**src/design/assert_macros.svh**
```systemverilog
// ----------------------------------------------------------------------------
// assert_macros.svh
// Shared concurrent assertion macros.
// ----------------------------------------------------------------------------
`ifndef ASSERT_MACROS_SVH
`define ASSERT_MACROS_SVH

// Check prop on every rising edge of clk, off while rst is high.
`define ASSERT_RST(lbl, clk, rst, prop) \
   lbl: assert property (@(posedge clk) disable iff (rst) prop) \
      else $error("assertion failed");

// Check prop on every rising edge of clk, reset included.
`define ASSERT_ALWAYS(lbl, clk, prop) \
   lbl: assert property (@(posedge clk) prop) \
      else $error("assertion failed");

`endif

```
**src/design/rbi_fifo.sv**
```systemverilog
// ----------------------------------------------------------------------------
// rbi_fifo
// Small register queue with push/full and pop/empty sides.
// ----------------------------------------------------------------------------
module rbi_fifo #(
   parameter int WIDTH = 8,
   parameter int DEPTH = 4
) (
   input  logic             clock,
   input  logic             reset,
   input  logic             push,
   output logic             full,
   input  logic [WIDTH-1:0] push_data,
   input  logic             pop,
   output logic             empty,
   output logic [WIDTH-1:0] pop_data
);
`include "assert_macros.svh"

   localparam int PB = (DEPTH > 1) ? $clog2(DEPTH) : 1;
   localparam int CB = $clog2(DEPTH + 1);

   logic [WIDTH-1:0] mem_ff [0:DEPTH-1];
   logic [PB-1:0]    wr_ff, wr_in, rd_ff, rd_in;
   logic [CB-1:0]    cnt_ff, cnt_in;
   logic             do_push, do_pop;

   assign full     = (cnt_ff == CB'(DEPTH));
   assign empty    = (cnt_ff == '0);
   assign do_push  = push && !full;
   assign do_pop   = pop && !empty;
   assign pop_data = mem_ff[rd_ff];

   always_comb begin
      wr_in  = do_push ? ((wr_ff == PB'(DEPTH - 1)) ? '0 : wr_ff + 1'b1) : wr_ff;
      rd_in  = do_pop  ? ((rd_ff == PB'(DEPTH - 1)) ? '0 : rd_ff + 1'b1) : rd_ff;
      cnt_in = cnt_ff + CB'(do_push) - CB'(do_pop);
   end

   always_ff @(posedge clock) begin
      if (reset) begin
         wr_ff  <= '0;
         rd_ff  <= '0;
         cnt_ff <= '0;
      end else begin
         wr_ff  <= wr_in;
         rd_ff  <= rd_in;
         cnt_ff <= cnt_in;
      end
   end

   always_ff @(posedge clock) begin
      if (do_push) begin
         mem_ff[wr_ff] <= push_data;
      end
   end

   `ASSERT_RST(a_not_full_and_empty, clock, reset, !(full && empty))
   `ASSERT_RST(a_push_fills, clock, reset, (push && !full) |=> !empty)
   `ASSERT_RST(a_last_pop_drains, clock, reset,
      (pop && !empty && !push && cnt_ff == CB'(1)) |=> empty)

endmodule

```
**config.mk**
```make
export PLATFORM = sky130hd
export DESIGN_NAME = rbi_fifo
export DESIGN_NICKNAME = d
export VERILOG_FILES = /design/src/design/rbi_fifo.sv
export VERILOG_INCLUDE_DIRS = /design/src /design/src/design
export SDC_FILE = /design/constraint.sdc
export NUM_CORES = 1
export LEC_CHECK = 0
export BUFFER_PORTS_ARGS = -buffer_cell sky130_fd_sc_hd__buf_2
export CAP_MARGIN = 0
export CORE_UTILIZATION = 50
export CTS_BUF_LIST = sky130_fd_sc_hd__clkbuf_4 sky130_fd_sc_hd__clkbuf_8
export DETAILED_ROUTE_END_ITERATION = 10
export PLACE_DENSITY = 0.69
export SKIP_CTS_REPAIR_TIMING = 1
export SYNTH_ARGS = -nofsm -noshare
export SYNTH_HDL_FRONTEND = slang
export SYNTH_SLANG_ARGS = --single-unit
export TNS_END_PERCENT = 50
```
**constraint.sdc**
```tcl
create_clock -name clock -period 3.5 [get_ports clock]
set_input_delay 0.35 -clock clock [delete_from_list [all_inputs] [get_ports clock]]
set_output_delay 0.35 -clock clock [all_outputs]
set_load 0.01 [all_outputs]
```
==> results.py <==
metrics = {
    "status": {
        "status": "completed",
    },
    "synth": {
        "synth.distinct_cells": 25,
        "postSynthCellCount": 92,
        "synth_area_um2": 1640,
        "synth_area_leaders": "edfxtp_1 (59%), dfxtp_1 (11%), mux4_2 (11%), ha_1 (5.3%), inv_1 (1.8%)",
        "yosysWarnings": 0,
        "synth_area_per_cell_um2": 17.8,
        "synthTopCellsByCount": "edfxtp_1 (32), dfxtp_1 (9), inv_1 (8), mux4_2 (8), ha_1 (7)",
        "synth_seq_cells": 41,
        "synth_edf_count": 32,
        "async_flop_share_pct": 0,
        "synth_most_common_cell": "edfxtp_1",
        "yosysTopAreaCellShare_pct": 58.7,
        "synth_fp_nets": 112,
        "yosysSeqAreaShare_pct": 69.7,
        "yosys.area.top_type": "edfxtp_1",
        "ys.flop_type": "edfxtp_1",
    },
    "clock_network": {
        "ctsHtreeMaxLevel": 2,
        "clk_latency_ns": 0.33,
        "clockBufferDepth": 2,
        "clkSinkCount": 41,
        "clk_pin_slew_ns": 0.12,
        "cts-root-buf": "clkbuf_4",
        "cts_tree": "done",
        "cts_buffers": 5,
    },
    "sta": {
        "rsz0062_at_grt": "no",
        "tightestPinTransition_ns": 0.557,
        "fin_ws_ns": 1.14,
        "skew_ns": 0.0125,
        "whs_ns": 0.222,
        "relSlewSlack_pct": 62.8,
        "period_minus_slack_ns": 2.36,
        "min_period_over_period_pct": 67.5,
        "final_max_slew_viol_count": 0,
        "timing.setup.tns_ns": 0,
        "setup_viol": 0,
        "hold_violations": 0,
        "max_freq_mhz": 423,
    },
    "min_path": {
        "hold_path.class": "in2reg",
    },
    "floorplan": {
        "start_util_pct": 53.2,
        "fp.dieW_um": 59.2,
        "die_h_um": 59.2,
        "coreArea_um2": 3080,
        "io_pins": 22,
        "row_count": 20,
        "die_area_um2": 3510,
    },
    "power_and_ir_drop": {
        "power_density_nw_per_um2": 636,
        "peakVddDrop_v": 0.000408,
        "cellLeakagePower_nw": 0.698,
    },
    "critical_path": {
        "r2r_slack_ns": 1.14,
        "crit_type": "reg2reg",
        "cp.arrival_ns": 2.59,
        "timing.critical_path.fanout_max": 9,
        "crit_path_max_incr_delay_ns": 0.50,
        "crit_path_end_kind": "register",
        "slowest_stage": "or3b_1",
        "startpoint_type": "register",
        "required_ns": 3.73,
        "path_cells": "or3b_1, and2_4, inv_1, ha_1, inv_1, ha_1, fa_1, xnor2_1, xnor2_1, nor2_1",
    },
    "detailed_routing": {
        "drc_errors": 0,
        "drtPass1Iterations": 4,
        "detail_route.wl_per_cell_um": 14.5,
        "vias": 836,
        "drt_wl_total_mm": 2.35,
        "antenna_left": 0,
        "routed_via_density": 5.16,
        "drt_iter0_drc": 15,
    },
    "final_layout": {
        "stdcell_count": 162,
        "nNetsFinal": 137,
        "postLayoutCellArea_um2": 1840,
        "num_antenna_cells": 0,
        "area_delta_synth_final_pct": 12.1,
        "drive_gt1_share_pct": 33.9,
    },
    "global_routing": {
        "grt_pass1_vias": 857,
        "grt_antenna_before_repair": 0,
        "grt_pass1_wl_mm": 3.85,
        "grt_max_degree": 13,
        "grt-ovfl-total": 0,
        "grt.total_usage_pct": 15.9,
    },
    "place": {
        "pre_cts_ws_ns": 1.14,
        "portBuffers": 21,
        "dp_hpwl_mm": 1.59,
        "dpl-instance-area_um2": 1780,
        "dp.cells": 154,
        "place.gp.congestion": 0.669,
    },
    "flow_run": {
        "maxCapViolCount": 0,
    },
}
## flip-flops by register name (all words and copies together), names as in the netlist, named ones only
name / flops
mem_ff: 32
cnt_ff: 3
wr_ff: 2
rd_ff: 2
## placed cells by master, fill, tap and decap left out
cell type and instances:
mux4_2 8, buf_2 21, o31ai_1 1, nor2_1 2
clkinv_2 1, clkbuf_4 7, or3b_1 1, a21oi_1 2
a21o_1 1, or3_1 1, edfxtp_1 32, and3_2 1
nand3_1 2, o31ai_2 1, nand2_1 1, mux2i_1 1
and2_4 1, inv_1 8, fa_1 1, nor3_1 2
xnor2_1 2, dfxtp_1 9, nor2b_1 2, ha_1 7
and3_1 3
## power breakdown
part           switching (mW)  internal [mW]
clock network           0.137         0.0939
logic                   0.137          0.154
registers              0.0517          0.593
## cell type report
cell class / count / area [um2]
timing repair buffer: 21 / 105
tap: 44 / 55.1
inverter: 8 / 30.0
sequential: 41 / 1140
clock buffer: 7 / 52.6
multi-input combinational: 40 / 447
fill: 261 / 1240
clock inverter: 1 / 5.00
## kinds of logic after synthesis
logic type | after synthesis | synth area share, %
fa+ha+maj | 8 | 6.57
simple gates | 16 | 5.73
xor+xnor | 2 | 1.07
buf+inv | 11 | 3.06
mux | 9 | 11.6
compound gates | 5 | 2.29
flops | 41 | 69.7
## path summary, 6_finish.rpt
check,start,end,depth (start not counted)
worst max register to register,cnt_ff[2],cnt_ff[2],10
worst max-delay path,cnt_ff[2],cnt_ff[2],10
worst min register to register,rd_ff[0],register,2
worst min-delay path,push_data[6],mem_ff[3][6],1
## layer usage
metal	share of wire, %	global-route usage [%]	up-vias
li1	-	-	397
met4	1.7	7.14	0
met1	44	18.4	412
met3	5.2	5.46	6
met2	49	26.6	21
met5	0	0	-
## stage by stage
step	power [mW]	util, %
after detailed placement	0.951	57.8
final	1.17	59.6
after CTS	1.18	59.6
after global routing	1.24	59.6
after global placement	0.945	57.8
after floorplan	0.863	-
## worst max-delay path: cells and delay by family, from the launching register on
kind | cells | cell delay, ns
and+or+nand+nor | 3 | 0.78
adders and majority gates | 3 | 0.68
DFF | 1 | 0.40
xor gates and xnor gates | 2 | 0.32
buffers and inverters | 2 | 0.09
(Power assumes the default switching activity.)
