## src/design/assert_macros.svh

```systemverilog
// ----------------------------------------------------------------------------
// assert_macros.svh
// Shared concurrent assertion macros.
// ----------------------------------------------------------------------------
`ifndef ASSERT_MACROS_SVH
`define ASSERT_MACROS_SVH

// Check prop on every rising edge of clk, off while rst is high.
`define ASSERT_RST(lbl, clk, rst, prop) \
   lbl: assert property (@(posedge clk) disable iff (rst) prop) \
      else $error("assertion failed");

// Check prop on every rising edge of clk, reset included.
`define ASSERT_ALWAYS(lbl, clk, prop) \
   lbl: assert property (@(posedge clk) prop) \
      else $error("assertion failed");

`endif

```

## src/design/rbi_pkg.sv

```systemverilog
// ----------------------------------------------------------------------------
// rbi_pkg
// Shared types and constants of the 2D ray/box intersection block.
// ----------------------------------------------------------------------------
package rbi_pkg;

   localparam int DIST_BITS    = 32;
   localparam int CSR_IDX_BITS = 2;

   typedef enum logic [CSR_IDX_BITS-1:0] {
      CSR_ORIGIN_X = 2'd0,
      CSR_ORIGIN_Y = 2'd1,
      CSR_DIR_X    = 2'd2,
      CSR_DIR_Y    = 2'd3
   } csr_index_type;

   typedef struct packed {
      logic empty;
      logic interior;
      logic edge_x;
      logic edge_y;
   } cls_type;

   localparam int CLS_BITS = $bits(cls_type);

endpackage

```

## src/design/rbi_front.sv

```systemverilog
// ----------------------------------------------------------------------------
// rbi_front
// Classify one box against the ray and form edge distances and spans.
// ----------------------------------------------------------------------------
module rbi_front
   import rbi_pkg::*;
#(
   parameter int COORD_BITS = 32
) (
   input  logic signed [COORD_BITS-1:0] origin_x,
   input  logic signed [COORD_BITS-1:0] origin_y,
   input  logic signed [COORD_BITS-1:0] dir_x,
   input  logic signed [COORD_BITS-1:0] dir_y,
   input  logic signed [COORD_BITS-1:0] box_min_x,
   input  logic signed [COORD_BITS-1:0] box_min_y,
   input  logic signed [COORD_BITS-1:0] box_max_x,
   input  logic signed [COORD_BITS-1:0] box_max_y,
   output cls_type                      cls,
   output logic        [COORD_BITS:0]   num_x,
   output logic        [COORD_BITS:0]   num_y,
   output logic signed [COORD_BITS:0]   span_x_lo,
   output logic signed [COORD_BITS:0]   span_x_hi,
   output logic signed [COORD_BITS:0]   span_y_lo,
   output logic signed [COORD_BITS:0]   span_y_hi
);

   localparam int W = COORD_BITS + 1;

   logic signed [W-1:0] ox, oy, diff_x, diff_y;
   logic                dx_pos, dx_neg, dy_pos, dy_neg;

   always_comb begin
      ox     = {origin_x[COORD_BITS-1], origin_x};
      oy     = {origin_y[COORD_BITS-1], origin_y};
      dx_pos = !dir_x[COORD_BITS-1] && (dir_x != '0);
      dx_neg = dir_x[COORD_BITS-1];
      dy_pos = !dir_y[COORD_BITS-1] && (dir_y != '0);
      dy_neg = dir_y[COORD_BITS-1];

      cls.empty    = (box_min_x > box_max_x) || (box_min_y > box_max_y);
      cls.interior = (origin_x > box_min_x) && (origin_y > box_min_y)
                  && (origin_x < box_max_x) && (origin_y < box_max_y);
      cls.edge_x = (dx_pos && (origin_x <= box_min_x))
                || (dx_neg && (origin_x >= box_max_x));
      cls.edge_y = (dy_pos && (origin_y <= box_min_y))
                || (dy_neg && (origin_y >= box_max_y));

      diff_x = (dx_pos ? {box_min_x[COORD_BITS-1], box_min_x}
                       : {box_max_x[COORD_BITS-1], box_max_x}) - ox;
      diff_y = (dy_pos ? {box_min_y[COORD_BITS-1], box_min_y}
                       : {box_max_y[COORD_BITS-1], box_max_y}) - oy;
      num_x  = diff_x[W-1] ? W'(0) - diff_x : diff_x;
      num_y  = diff_y[W-1] ? W'(0) - diff_y : diff_y;

      span_x_lo = {box_min_y[COORD_BITS-1], box_min_y} - oy;
      span_x_hi = {box_max_y[COORD_BITS-1], box_max_y} - oy;
      span_y_lo = {box_min_x[COORD_BITS-1], box_min_x} - ox;
      span_y_hi = {box_max_x[COORD_BITS-1], box_max_x} - ox;
   end

endmodule

```

## config.mk

```make
export PLATFORM = sky130hd
export DESIGN_NAME = rbi_front
export DESIGN_NICKNAME = d
export VERILOG_FILES = /design/src/design/assert_macros.svh /design/src/design/rbi_pkg.sv /design/src/design/rbi_front.sv
export SDC_FILE = /design/constraint.sdc
export NUM_CORES = 1
export LEC_CHECK = 0
export ABC_AREA = 1
export BUFFER_PORTS_ARGS = -buffer_cell sky130_fd_sc_hd__buf_2
export CORE_AREA = 5 5 191 193
export DETAILED_ROUTE_END_ITERATION = 12
export DIE_AREA = 0 0 196 198
export GPL_ROUTABILITY_DRIVEN = 0
export PLACE_DENSITY = 0.9
export SYNTH_ARGS = -nofsm -noshare
export SYNTH_HDL_FRONTEND = slang
export SYNTH_SLANG_ARGS = --single-unit
```

## constraint.sdc

```tcl
create_clock -name vclk -period 4.7
set_input_delay 0.94 -clock vclk [all_inputs]
set_output_delay 0.94 -clock vclk [all_outputs]
set_load 0.03 [all_outputs]
```

==> results of run 1 <==
==> metal layers <==
metal / track usage / overflow
met5: 0.3185 / 0
met4: 0.5725 / 3
met3: 0.5969 / 0
met2: 0.7886 / 6
met1: 0.6623 / 0
==> cells in the mapped netlist, types with 13 or more instances <==
master / count
a21o_1: 25
a21oi_1: 219
a31oi_1: 13
clkbuf_1: 14
ha_1: 262
inv_1: 562
inv_2: 15
nand2_1: 1049
nand2_2: 56
nand3_1: 186
nand3b_1: 19
nand4_1: 39
nor2_1: 298
nor2_2: 18
nor3_1: 35
nor4_1: 24
o21ai_0: 152
o21ai_1: 13
o21bai_1: 15
xnor2_1: 45
xor2_1: 118
==> repair_timing <==
item | in CTS
cloned | 12
resized for setup | 525
pin swaps | 178
setup endpoints to repair | 64
setup buffers | 90
==> logic make-up after synthesis <==
kind of cell / Yosys count / share of synthesized area
compound gates: 488 / 0.1573
xor+xnor: 163 / 0.08261
fa+ha+maj: 268 / 0.1966
buf+inv: 600 / 0.1321
simple gates: 1754 / 0.4314
==> through the flow <==
| stage | setup WS, ns | utilization |
|---|---|---|
| after floorplan | -0.1046 | - |
| after global placement | -0.7411 | 0.6715 |
| after detailed placement | -0.7858 | 0.6715 |
| after CTS | -0.6245 | 0.7507 |
==> results, run 1 <==
- The via count of the first global-routing pass is 31.63k.
- The average cell area after synthesis is 5.280 um^2.
- The number of distinct library cell variants in the gate-level netlist after synthesis is 52.
- Across every metal layer, demand over resource in global routing totals 0.6614.
- The tool reported: "[ERROR GRT-0116] Global routing finished with congestion. Check the congestion regions in the DRC Viewer".
- The cell area after technology mapping is between 15000 and 20000 um^2.
- Buffers placed on the I/O ports in this run total 458.
- The top-area cell type share of the netlist area is 0.2278.
- The total number of yosys warnings is 0.
- The cell count after placement is between 4k and 5k.
- The cell area after placement is 23080 um^2.
- The synthesized netlist net count is around 3.8k.
- By area the synthesized netlist is led by nand2_1 (23%), ha_1 (19%), inv_1 (12%).
- The standard-cell row count is 68.
- The wire length of the first global-routing pass is around 200000 um.
- Entering global routing, the biggest net connects 23 pins.
- The cell count after synthesis is between 3k and 4k.
- It got as far as 5_1_grt and failed there.
- The flow did not finish.
- The share of the Yosys chip area taken by registers is 0.
- The total overflow left after global routing is 9.
- In this run the vertical extent of the chip is 198 um.
- The horizontal die dimension is ~200 um.
- The cell taking the most area after synthesis is nand2_1.
- The initial standard-cell utilization of the core is 0.5028.
- between 400 and 500 I/O pins were placed.
- The count of hold buffers inserted by post-cts repair is 0.
- The half-perimeter wire length after detailed placement is 66990 um.
==> run 2, diff against run 1 <==
Settings changed: CORE_AREA 5 5 191 193 to 5 5 214 216, DIE_AREA 0 0 196 198 to 0 0 219 221, PLACE_DENSITY 0.9 to unset, PLACE_DENSITY_LB_ADDON set to 0.15.
Clock period 4.7 ns to 6.1 ns, I/O delays scaled along.
==> results, run 2 <==
- The sum of negative setup slack is 0 ns.
- The startpoint-to-endpoint class of the critical path is input port to primary output.
- In this run the tightest slew margin relative to its limit is 0.4576.
- The count of sequential standard cells is 0.
- The standard cell core area is between 40000 and 50000 um^2.
- The footprint of the flip-flops and latches is 0 um^2.
- Data on the critical path is required at its endpoint by approximately 4.9 ns.
- Entering global routing, the biggest net connects 42 pins.
- Of the total power, the clock network draws 0.
- The post-detailed-route count of antenna-violating nets is 0.
- The internal portion of the total power is 1.529 mW.
- Of the total power, the share spent switching nets is 0.6375.
- The time the final worst path needs with I/O delays and setup is approximately 6 ns.
- The cell count after placement is roughly 4.6k.
- Using the TritonRoute via totals, the vias-per-cell ratio works out to 5.032.
- The area growth from synthesis to final layout is 38.89%.
- For this configuration, the core starts out at a cell density of 0.3951.
- The most repeated library cell on the critical path is nand2_2.
- The tightest hold path in the finished design has a slack of a little under 3 ns.
- The transition time at the pin with the least slew margin is 0.8075 ns.
- Sorting the synthesized cells by area gives the leading types as nand2_1 (23%), ha_1 (19%), inv_1 (12%).
- The endpoint arrival time on the critical path is between 4 and 5 ns.
- The cell count after synthesis is roughly 3.3k.
- Across every metal layer, demand over resource in global routing totals 0.2867.
- The worst-case IR drop observed on VDD is 152.1 uV.
- Grouping stages by cell kind, the critical path spends the most delay in simple AND/OR/NAND/NOR gates.
- The tool flagged a number of max-cap violations equal to 0.
- After layout, the clock buffer instance count stands at 0.
- Of all nets on the critical path, the largest fanout is 4.
- The area enclosed by the die boundary is just under 50000 um^2.
- The net count of the finished layout is 4557.
- The die span in y is 221 um.
- The relative contribution of combinational cells to total power is 1.000.
- The hold violation total from the final report is 0.
- Power spread over the standard cell area amounts to roughly 180 nW/um^2.
- For this run, the detailed router's first-pass iteration total came to 7.
- The top achievable clock speed is ~160 MHz.
- The floorplan step set the die width to approximately 220 um.
- The cell taking the most area after synthesis is nand2_1.
- The standard-cell row count is 77.
- In this run the static leakage power is between 10 and 15 nW.
- In the final layout, the share of cells above drive strength 1 is 0.2855.
- In the finished design, the share of the clock period the worst path needs comes to 0.9961.
- The cell with the most instances after synthesis is nand2_1.
- The total number of yosys warnings is 0.
- In the synthesized netlist, the cells that appear most often are nand2_1 (1049), inv_1 (562), nor2_1 (298).
- The flow ran to the end, and the final reports show no timing, DRC or antenna violations.
- Of the synthesized area, sequential elements account for 0.
- The final wirelength is ~77000 um.
- The max-slew violation count came to 0.
- The top-area cell type share of the netlist area is 0.2278.
- The worst setup path is launched from an input port.
- The worst setup path startpoint is dir_y[25].
- Dividing the synthesized area by the synthesized cell count gives about 5.3 um^2.
- The via count of the first global-routing pass is approximately 21k.
- The library cell used most frequently in the layout, excluding fill and tap cells, is nand2_1.
- The critical path contains buffers and inverters numbering 7 combined.
- For this run, design rule violations remaining after detail routing come to 0.
- The iteration-0 DRC count of the detailed router is about 1.6k.
- The half-perimeter wire length after detailed placement is 67430 um.
- The top-level port count is around 460.
- In the layout the commonest cells are nand2_1 (949), inv_1 (542), buf_2 (412).
- The largest single stage delay on the critical path is ~0.45 ns.
- The wire length of the first global-routing pass is around 110000 um.
- The final core utilization is 0.5487.
- The cell area that synthesis handed to floorplanning was between 15000 and 20000 um^2.
- Leaving out filler cells and counting taps, the final layout contains 4631.
- Setup repair after global routing could not meet its margin everywhere.
- The critical-path cell with the highest stage delay is fa_2.
- The routed layout has 23.30k vias.
- The post-detailed-route wirelength per cell is 16.53 um.
- The nature of the critical path endpoint is a primary output.
- For this design the total switching power over the nets is approximately 2.7 mW.
- The sequential fraction of design power is 0.
- The number of setup violations in the final report is 0.
- The min-delay analysis places its worst path in the category input port to primary output.
- In this run the most critical hold path is launched from dir_y[31].
- The global route total overflow is 0.
- Counting every net in the synthesized netlist gives between 3k and 4k.
- The initial antenna violation count is 12.
- The number of distinct library cell variants in the gate-level netlist after synthesis is 52.
- During placement, the flow inserted port buffers numbering 458.
[run 2: cell counts after synthesis]
No cell type changed its count.
[run 2: path summary, 6_finish.rpt]
path | endpoint | slack (ns) | cells after the start
worst max-delay path | num_y[30] | 0.02 | 29
worst min-delay path | cls[0] | 2.91 | 5
[run 2: kinds of logic after synthesis]
group | Yosys count | synth area share
AO/OA/AOI/OAI | 488 | 0.1573
XOR/XNOR | 163 | 0.08261
adder cells (fa/ha/maj) | 268 | 0.1966
buffers and inverters | 600 | 0.1321
AND/OR/NAND/NOR | 1754 | 0.4314
[run 2: timing repair]
action,CTS,global route
setup buffers,0,30
setup endpoints to repair,34,64
gates resized for setup,11,418
hold buffers,0,0
gates cloned,0,4
pin swaps,0,132
[run 2: power groups by stage]
stage | registers [mW] | logic (mW) | clock network (mW)
after floorplan | 0 | 2.44 | 0
after global placement | 0 | 3.83 | 0
after detailed placement | 0 | 3.83 | 0
after CTS | 0 | 3.86 | 0
after global routing | 0 | 4.54 | 0.000000154
final | 0 | 4.22 | 0.000000176
[run 2: area by class of cell]
cell class | instances | area [um^2]
inverters | 580 | 2188
diodes | 8 | 20.02
multi-input cells | 2673 | 16000
fillers | 4751 | 19740
well taps | 592 | 740.7
repair buffers | 778 | 5055
[run 2: metal layers]
layer	wire (um)	global-route usage
met5	61	0
met4	3051	0.09441
met3	4488	0.02652
met2	36290	0.5017
met1	32680	0.3687
[run 2: metrics by stage]
stage / instance area, um^2 / total power, mW / setup slack [ns]
after floorplan: 17280 / 2.443 / 0.4033
after global placement: 22410 / 3.831 / -0.1323
after detailed placement: 22410 / 3.834 / -0.1445
after CTS: 22440 / 3.856 / 0.01129
after global routing: 24000 / 4.543 / -0.2388
final: 24000 / 4.216 / 0.02404
(Power assumes the default switching activity.)
